[config.mk]
export PLATFORM = sky130hd
export DESIGN_NAME = sha1_message_digest
export DESIGN_NICKNAME = d
export VERILOG_FILES = /design/src/rtl/core/sha1md_pkg.sv /design/src/rtl/core/sha1_message_digest.sv /design/src/rtl/core/sha1md_compress.sv
export SDC_FILE = /design/constraint.sdc
export NUM_CORES = 2
export LEC_CHECK = 0
export ABC_AREA = 1
export BUFFER_PORTS_ARGS = -buffer_cell sky130_fd_sc_hd__buf_2
export CORE_ASPECT_RATIO = 2
export CORE_UTILIZATION = 50
export DETAILED_ROUTE_END_ITERATION = 16
export PLACE_DENSITY = 0.65
export SYNTH_ARGS = -nofsm -noshare
export SYNTH_HDL_FRONTEND = slang
export SYNTH_SLANG_ARGS = --single-unit
[constraint.sdc]
create_clock -name clk_i -period 15.25 [get_ports clk_i]
set_input_delay 4.575 -clock clk_i [delete_from_list [all_inputs] [get_ports clk_i]]
set_output_delay 4.575 -clock clk_i [all_outputs]
set_load 0.02 [all_outputs]
[src/rtl/core/sha1md_pkg.sv]
// Shared types and constants for the SHA-1 message digest block.
// No dependencies; imported by the core, the compression unit and the checker.
package sha1md_pkg;

  // Initial chaining value
  localparam logic [31:0] IV_H0 = 32'h67452301;
  localparam logic [31:0] IV_H1 = 32'hEFCDAB89;
  localparam logic [31:0] IV_H2 = 32'h98BADCFE;
  localparam logic [31:0] IV_H3 = 32'h10325476;
  localparam logic [31:0] IV_H4 = 32'hC3D2E1F0;

  // Round constants, one per group of twenty rounds
  localparam logic [31:0] K_GROUP0 = 32'h5A827999;
  localparam logic [31:0] K_GROUP1 = 32'h6ED9EBA1;
  localparam logic [31:0] K_GROUP2 = 32'h8F1BBCDC;
  localparam logic [31:0] K_GROUP3 = 32'hCA62C1D6;

  localparam int unsigned ROUNDS     = 80;
  localparam logic [6:0]  LAST_ROUND = 7'(ROUNDS - 1);
  localparam logic [7:0]  PAD_MARKER = 8'h80;
  localparam logic [5:0]  LEN_START  = 6'd56;
  localparam int unsigned NUM_WORDS  = 5;
  localparam logic [2:0]  LAST_INDEX = 3'(NUM_WORDS - 1);

  // Five 32-bit chaining words, word 0 most significant
  typedef logic [NUM_WORDS-1:0][31:0] chain_t;

  // Commands from the sequencer to the compression unit
  typedef struct packed {
    logic       shift;   // shift one byte into the block buffer
    logic [7:0] data;    // byte to shift in
    logic       start;   // begin 80 rounds on the buffered block
    logic       reinit;  // restore the initial chaining value
  } sha1md_ctrl_t;

endpackage

[src/rtl/core/sha1_message_digest.sv]
// Streaming SHA-1 digest: byte intake, padding sequencer and digest output.
// Depends on sha1md_pkg and sha1md_compress.
// Throughput: one byte per cycle; after every 64th byte the input stalls for 80 rounds
//   of the shared round unit and a chaining add, then reopens.
// End of message: pad bytes up to the next 64-byte boundary (9 to 72), each padded block
//   compressed in turn, then five digest words, one per cycle unless out_stall_i holds them.
// Reset: asynchronous, active low; returns to idle with the initial hash value.
module sha1_message_digest (
  input  logic        clk_i,
  input  logic        rst_ni,
  input  logic        in_valid_i,
  output logic        in_stall_o,
  input  logic [7:0]  message_byte_i,
  input  logic        byte_present_i,
  input  logic        end_of_message_i,
  output logic        out_valid_o,
  input  logic        out_stall_i,
  output logic [31:0] digest_word_o,
  output logic [2:0]  word_index_o,
  output logic        last_word_o
);
  import sha1md_pkg::*;

  typedef enum logic [3:0] {
    S_IDLE = 4'b0001,
    S_COMP = 4'b0010,
    S_PAD  = 4'b0100,
    S_OUT  = 4'b1000
  } state_e;

  state_e       state_q, state_d;
  logic [5:0]   fill_q, fill_d;
  logic [60:0]  total_q, total_d;
  logic         marker_q, marker_d;
  logic [2:0]   len_cnt_q, len_cnt_d;
  logic         len_done_q, len_done_d;
  logic         final_q, final_d;
  logic [2:0]   idx_q, idx_d;

  sha1md_ctrl_t ctrl;
  logic         comp_busy;
  chain_t       chain;

  logic         in_xfer, out_xfer, in_len;
  logic [63:0]  bit_len;
  logic [2:0]   len_sel;
  logic [7:0]   len_byte, pad_byte;

  assign in_xfer  = in_valid_i & ~in_stall_o;
  assign out_xfer = out_valid_o & ~out_stall_i;

  // Pick the next pad byte: marker, zero fill, then the big-endian bit length
  assign bit_len  = {total_q, 3'b000};
  assign len_sel  = 3'd7 - len_cnt_q;
  assign len_byte = bit_len[{len_sel, 3'b000} +: 8];
  assign in_len   = (fill_q == LEN_START) || (len_cnt_q != 3'd0);
  assign pad_byte = !marker_q ? PAD_MARKER : (in_len ? len_byte : 8'h00);

  // Sequencer
  always_comb begin
    state_d     = state_q;
    fill_d      = fill_q;
    total_d     = total_q;
    marker_d    = marker_q;
    len_cnt_d   = len_cnt_q;
    len_done_d  = len_done_q;
    final_d     = final_q;
    idx_d       = idx_q;
    ctrl.shift  = 1'b0;
    ctrl.data   = message_byte_i;
    ctrl.start  = 1'b0;
    ctrl.reinit = 1'b0;

    unique case (state_q)
      S_IDLE: begin
        if (in_xfer) begin
          if (byte_present_i) begin
            ctrl.shift = 1'b1;
            fill_d     = fill_q + 6'd1;
            total_d    = total_q + 61'd1;
          end
          if (end_of_message_i) begin
            final_d = 1'b1;
          end
          if (byte_present_i && fill_q == 6'd63) begin
            ctrl.start = 1'b1;
            state_d    = S_COMP;
          end else if (end_of_message_i) begin
            state_d = S_PAD;
          end
        end
      end
      S_PAD: begin
        ctrl.shift = 1'b1;
        ctrl.data  = pad_byte;
        fill_d     = fill_q + 6'd1;
        marker_d   = 1'b1;
        if (marker_q && in_len) begin
          len_cnt_d = len_cnt_q + 3'd1;
          if (len_cnt_q == 3'd7) begin
            len_done_d = 1'b1;
          end
        end
        if (fill_q == 6'd63) begin
          ctrl.start = 1'b1;
          state_d    = S_COMP;
        end
      end
      S_COMP: begin
        if (!comp_busy) begin
          if (!final_q) begin
            state_d = S_IDLE;
          end else if (len_done_q) begin
            state_d = S_OUT;
          end else begin
            state_d = S_PAD;
          end
        end
      end
      S_OUT: begin
        if (out_xfer) begin
          if (idx_q == LAST_INDEX) begin
            idx_d       = '0;
            ctrl.reinit = 1'b1;
            fill_d      = '0;
            total_d     = '0;
            marker_d    = 1'b0;
            len_cnt_d   = '0;
            len_done_d  = 1'b0;
            final_d     = 1'b0;
            state_d     = S_IDLE;
          end else begin
            idx_d = idx_q + 3'd1;
          end
        end
      end
      default: state_d = S_IDLE;
    endcase
  end

  always_ff @(posedge clk_i or negedge rst_ni) begin
    if (!rst_ni) begin
      state_q    <= S_IDLE;
      fill_q     <= '0;
      total_q    <= '0;
      marker_q   <= 1'b0;
      len_cnt_q  <= '0;
      len_done_q <= 1'b0;
      final_q    <= 1'b0;
      idx_q      <= '0;
    end else begin
      state_q    <= state_d;
      fill_q     <= fill_d;
      total_q    <= total_d;
      marker_q   <= marker_d;
      len_cnt_q  <= len_cnt_d;
      len_done_q <= len_done_d;
      final_q    <= final_d;
      idx_q      <= idx_d;
    end
  end

  sha1md_compress u_compress (
    .clk_i   (clk_i),
    .rst_ni  (rst_ni),
    .ctrl_i  (ctrl),
    .busy_o  (comp_busy),
    .chain_o (chain)
  );

  // Ports
  assign in_stall_o    = (state_q != S_IDLE);
  assign out_valid_o   = (state_q == S_OUT);
  assign digest_word_o = chain[LAST_INDEX - idx_q];
  assign word_index_o  = idx_q;
  assign last_word_o   = (idx_q == LAST_INDEX);

endmodule

[src/rtl/core/sha1md_compress.sv]
// SHA-1 compression unit: block buffer, message schedule, one round per cycle.
// Depends on sha1md_pkg.
module sha1md_compress (
  input  logic                 clk_i,
  input  logic                 rst_ni,
  input  sha1md_pkg::sha1md_ctrl_t ctrl_i,
  output logic                 busy_o,
  output sha1md_pkg::chain_t   chain_o
);
  import sha1md_pkg::*;

  logic [15:0][31:0] sched_q, sched_d;
  logic [4:0][31:0]  regs_q, regs_d;
  chain_t            chain_q, chain_d;
  logic [6:0]        round_q, round_d;
  logic              run_q, run_d;
  logic              fin_q, fin_d;

  logic [31:0] mix, wt, fv, kv, tmp;
  logic [31:0] ra, rb, rc, rd, re;

  assign ra = regs_q[0];
  assign rb = regs_q[1];
  assign rc = regs_q[2];
  assign rd = regs_q[3];
  assign re = regs_q[4];

  // Schedule word: buffered words first, then the expanded recurrence
  assign mix = sched_q[13] ^ sched_q[8] ^ sched_q[2] ^ sched_q[0];
  assign wt  = (round_q < 7'd16) ? sched_q[0] : {mix[30:0], mix[31]};

  // Round function and constant by round group
  always_comb begin
    if (round_q < 7'd20) begin
      fv = (rb & rc) | (~rb & rd);
      kv = K_GROUP0;
    end else if (round_q < 7'd40) begin
      fv = rb ^ rc ^ rd;
      kv = K_GROUP1;
    end else if (round_q < 7'd60) begin
      fv = (rb & rc) | (rb & rd) | (rc & rd);
      kv = K_GROUP2;
    end else begin
      fv = rb ^ rc ^ rd;
      kv = K_GROUP3;
    end
  end

  assign tmp = {ra[26:0], ra[31:27]} + fv + re + kv + wt;

  // Buffer: shift in bytes big-endian, or rotate the schedule window per round
  always_comb begin
    sched_d = sched_q;
    if (ctrl_i.shift) begin
      for (int i = 0; i < 15; i++) begin
        sched_d[i] = {sched_q[i][23:0], sched_q[i+1][31:24]};
      end
      sched_d[15] = {sched_q[15][23:0], ctrl_i.data};
    end else if (run_q) begin
      for (int i = 0; i < 15; i++) begin
        sched_d[i] = sched_q[i+1];
      end
      sched_d[15] = wt;
    end
  end

  // Working registers a..e; chain index 4 holds word 0, which seeds a
  always_comb begin
    regs_d = regs_q;
    if (ctrl_i.start) begin
      regs_d = {chain_q[0], chain_q[1], chain_q[2], chain_q[3], chain_q[4]};
    end else if (run_q) begin
      regs_d[0] = tmp;
      regs_d[1] = ra;
      regs_d[2] = {rb[1:0], rb[31:2]};
      regs_d[3] = rc;
      regs_d[4] = rd;
    end
  end

  // Round sequencer and chaining update
  always_comb begin
    round_d = round_q;
    run_d   = run_q;
    fin_d   = 1'b0;
    chain_d = chain_q;
    if (ctrl_i.start) begin
      round_d = '0;
      run_d   = 1'b1;
    end else if (run_q) begin
      round_d = round_q + 7'd1;
      if (round_q == LAST_ROUND) begin
        run_d = 1'b0;
        fin_d = 1'b1;
      end
    end
    if (fin_q) begin
      chain_d[4] = chain_q[4] + ra;
      chain_d[3] = chain_q[3] + rb;
      chain_d[2] = chain_q[2] + rc;
      chain_d[1] = chain_q[1] + rd;
      chain_d[0] = chain_q[0] + re;
    end
    if (ctrl_i.reinit) begin
      chain_d = {IV_H0, IV_H1, IV_H2, IV_H3, IV_H4};
    end
  end

  always_ff @(posedge clk_i or negedge rst_ni) begin
    if (!rst_ni) begin
      round_q <= '0;
      run_q   <= 1'b0;
      fin_q   <= 1'b0;
      chain_q <= {IV_H0, IV_H1, IV_H2, IV_H3, IV_H4};
    end else begin
      round_q <= round_d;
      run_q   <= run_d;
      fin_q   <= fin_d;
      chain_q <= chain_d;
    end
  end

  always_ff @(posedge clk_i) begin
    sched_q <= sched_d;
    regs_q  <= regs_d;
  end

  assign busy_o  = run_q | fin_q;
  assign chain_o = chain_q;

endmodule

==> metrics.txt <==
outcome=finished, final reports clean; worst setup path class=flip-flop to primary output; Yosys top cell area share=34.99%; synthesized area per cell=8.356 um^2; share of flip-flops with an asynchronous set or reset=27.04%; Worst-Skew Late Latency=0.74 ns; worst min path class=flip-flop to flip-flop; number of cell instances on the worst register-to-register path=25; TritonCTS clock tree=yes; reg2reg start=u_compress.round_q[5]; WL/cell=between 20 and 30 um; cell taking the most area after synthesis=sky130_fd_sc_hd__edfxtp_1; source of the critical timing path=word_index_o[0]; die boundary width=242.1 um; final worst clock skew=0.03837 ns; worst-margin pin slew=between 1 and 1.5 ns; Placeable Area=114,100 um^2; final hold vios=0; Syn Std Cell Area=a little under 60,000 um^2; area occupied by registers=26,520 um^2; initial antenna violation count=33; clock slew at the register clock pins of the worst setup and hold paths=roughly 0.060 ns; total I/O pin count=52; final global-route overflow total=0; remaining routing DRC violations=0; Post CTS Setup Buffer Count=0; setup slack of the most critical reg-to-reg path=8.04 ns; post-CTS sizing=0; largest driver fanout on the critical path=41; RSZ-0062 raised after global routing=no; vias in the first global route=approximately 50,000; first-pass detailed-route iteration total=6; worst relative slew slack=4.578%; number of setup violations in the final report=0; effective utilization at floorplan=50.55%; yosys synthesis warning count=0; routability congestion estimate=1.063; number of storage elements in the synthesis netlist=921; timing endpoint of the critical path=digest_word_o[22]; top library cells by usage in the layout, fill and taps aside=1,663 x sky130_fd_sc_hd__nand2_1, 955 x sky130_fd_sc_hd__inv_1, 819 x sky130_fd_sc_hd__o21ai_0; synth unique cells=57; maximum number of pins on one net before global-route repair=277; number of clock sinks=921; fin crit share=58.96%; crit path capture type=primary output; initial drt markers=4,498; master cell of the clock root buffer=sky130_fd_sc_hd__clkbuf_16; instance count of the mapped netlist=6,901; share of post-route cells with drive strength above 1=5.270%; CP Launch Type=flip-flop; total negative slack=0 ns; CTS Buf Count=just under 90; Die Y=482.3 um; required time of the critical path=10.68 ns; buffer depth of the longest clock path=3; number of hold buffers added after cts=0; most common library cell in the layout ignoring fill and taps=sky130_fd_sc_hd__nand2_1; Port-buffer cells=51; area enclosed by the die boundary=roughly 120,000 um^2; number of fillers in the final layout=10,872; global-route wire length before repair=~340 mm; commonest register cell after synthesis=sky130_fd_sc_hd__edfxtp_1; cells taking the most area after synthesis=sky130_fd_sc_hd__edfxtp_1 35%, sky130_fd_sc_hd__nand2_1 11%, sky130_fd_sc_hd__dfrtp_1 7.3%; Net Count, Synth=7,242; count of antenna-violating nets left after detailed routing=0; final-report max-slew violation count=0; area taken by multi-input logic gates=around 26,000 um^2; fin nets=7,175; All-Layer GR Usage=41.18%; arrival time reported for the critical path endpoint=4.42 ns; Max-cap violations=0; Worst R2R End=u_compress.ra[24]; vias per inst=5.941; HPWL reported at the end of detailed placement=180.8 mm; achievable clock frequency=111.2 MHz; CTS H-tree depth=3; part of the Yosys area used for sequential elements=45.97%; number of flops mapped to enable cells by yosys=672; placement row count=about 180; total via count after detailed routing=50,042; area delta synth->final=7.639%; shortest period the worst path allows=between 8 and 9 ns; total wirelength of the detailed-routed design=238.3 mm
## state kept, by name, indices dropped and copies added, names as in the netlist, 3 cells and up
| signal | cells |
|---|---|
| u_compress.ra | 32 |
| len_cnt_q | 3 |
| u_compress.rb | 32 |
| total_q | 61 |
| u_compress.sched_q | 512 |
| state_q | 4 |
| u_compress.chain_o | 160 |
| u_compress.rc | 32 |
| fill_q | 6 |
| u_compress.rd | 32 |
| word_index_o | 3 |
| u_compress.re | 32 |
| u_compress.round_q | 7 |
## stage by stage
step / hold slack (ns) / std cells / area [um^2] / worst slack, ns / util [%]
2_1_floorplan: 0.4649 / 6901 / 57670 / 2.903 / -
3_3_place_gp: 0.5017 / 8248 / 59040 / 6.068 / 51.75
3_5_place_dp: 0.5118 / 8248 / 59040 / 5.972 / 51.75
4_1_cts: 0.5274 / 8411 / 62040 / 6.312 / 54.38
5_1_grt: 0.5478 / 8412 / 62050 / 6.094 / 54.39
6_report: 0.5303 / 8423 / 62070 / 6.259 / 54.41
## synthesized netlist by cell type, types with 22 or more instances
library cell and n:
sky130_fd_sc_hd__o211ai_1 36, sky130_fd_sc_hd__nand3_1 282, sky130_fd_sc_hd__xnor2_1 120, sky130_fd_sc_hd__buf_2 91, sky130_fd_sc_hd__o22ai_1 50, sky130_fd_sc_hd__a21oi_1 351, sky130_fd_sc_hd__nand2_1 1666, sky130_fd_sc_hd__nand4_1 86
sky130_fd_sc_hd__fa_1 117, sky130_fd_sc_hd__a21o_1 40, sky130_fd_sc_hd__clkbuf_1 127, sky130_fd_sc_hd__o21ai_0 821, sky130_fd_sc_hd__nor3_1 70, sky130_fd_sc_hd__nor2_1 378, sky130_fd_sc_hd__buf_6 22, sky130_fd_sc_hd__ha_1 210
sky130_fd_sc_hd__o21bai_1 32, sky130_fd_sc_hd__edfxtp_1 672, sky130_fd_sc_hd__xor2_1 87, sky130_fd_sc_hd__inv_1 955, sky130_fd_sc_hd__dfrtp_1 168, sky130_fd_sc_hd__o21ai_1 233, sky130_fd_sc_hd__dfstp_2 81
## layout make-up
cell class                      count  share of cell area [%]
Timing Repair Buffer              100                   1.121
Sequential cell                   921                   42.72
Antenna cell                       12                 0.04838
Multi-Input combinational cell   4754                   42.37
Tap cell                         1504                   3.032
Inverter                          969                   5.874
Clock buffer                      112                   3.789
Clock inverter                     51                   1.048
## critical path: stages (launching register included)
cell	delay, ns
sky130_fd_sc_hd__dfrtp_4	0.47
sky130_fd_sc_hd__inv_1	0.38
sky130_fd_sc_hd__ha_1	0.70
sky130_fd_sc_hd__inv_1	0.15
sky130_fd_sc_hd__buf_4	0.46
sky130_fd_sc_hd__nand3_1	0.78
sky130_fd_sc_hd__o21ai_0	0.50
sky130_fd_sc_hd__buf_2	0.23
## kinds of logic after synthesis
family | share of synthesized area [%]
AND/OR/NAND/NOR | 18.08
AO/OA/AOI/OAI | 15.66
buffers and inverters | 8.525
flip-flops | 45.97
adder cells (fa/ha/maj) | 8.618
XOR/XNOR | 3.144
## per-layer routing
layer	track usage, %	routed length, um
met3	9.060	14650
met5	0	113
met2	71.12	117300
met1	37.34	73050
met4	48.19	33180
## worst min path at each step
stage	start	endpoint	slack, ns	cells past startpoint
2_1_floorplan	u_compress.chain_o[96]	u_compress.chain_o[96]	0.46	2
5_1_grt	u_compress.chain_o[92]	u_compress.chain_o[92]	0.55	2
6_report	u_compress.chain_o[93]	u_compress.chain_o[93]	0.53	2
3_5_place_dp	u_compress.chain_o[93]	u_compress.chain_o[93]	0.51	2
4_1_cts	u_compress.chain_o[93]	u_compress.chain_o[93]	0.53	2
3_3_place_gp	fill_q[5]	fill_q[5]	0.50	2
Power is not shown: default switching activity piles up to over one toggle a cycle in this logic, so the estimate is an artifact.
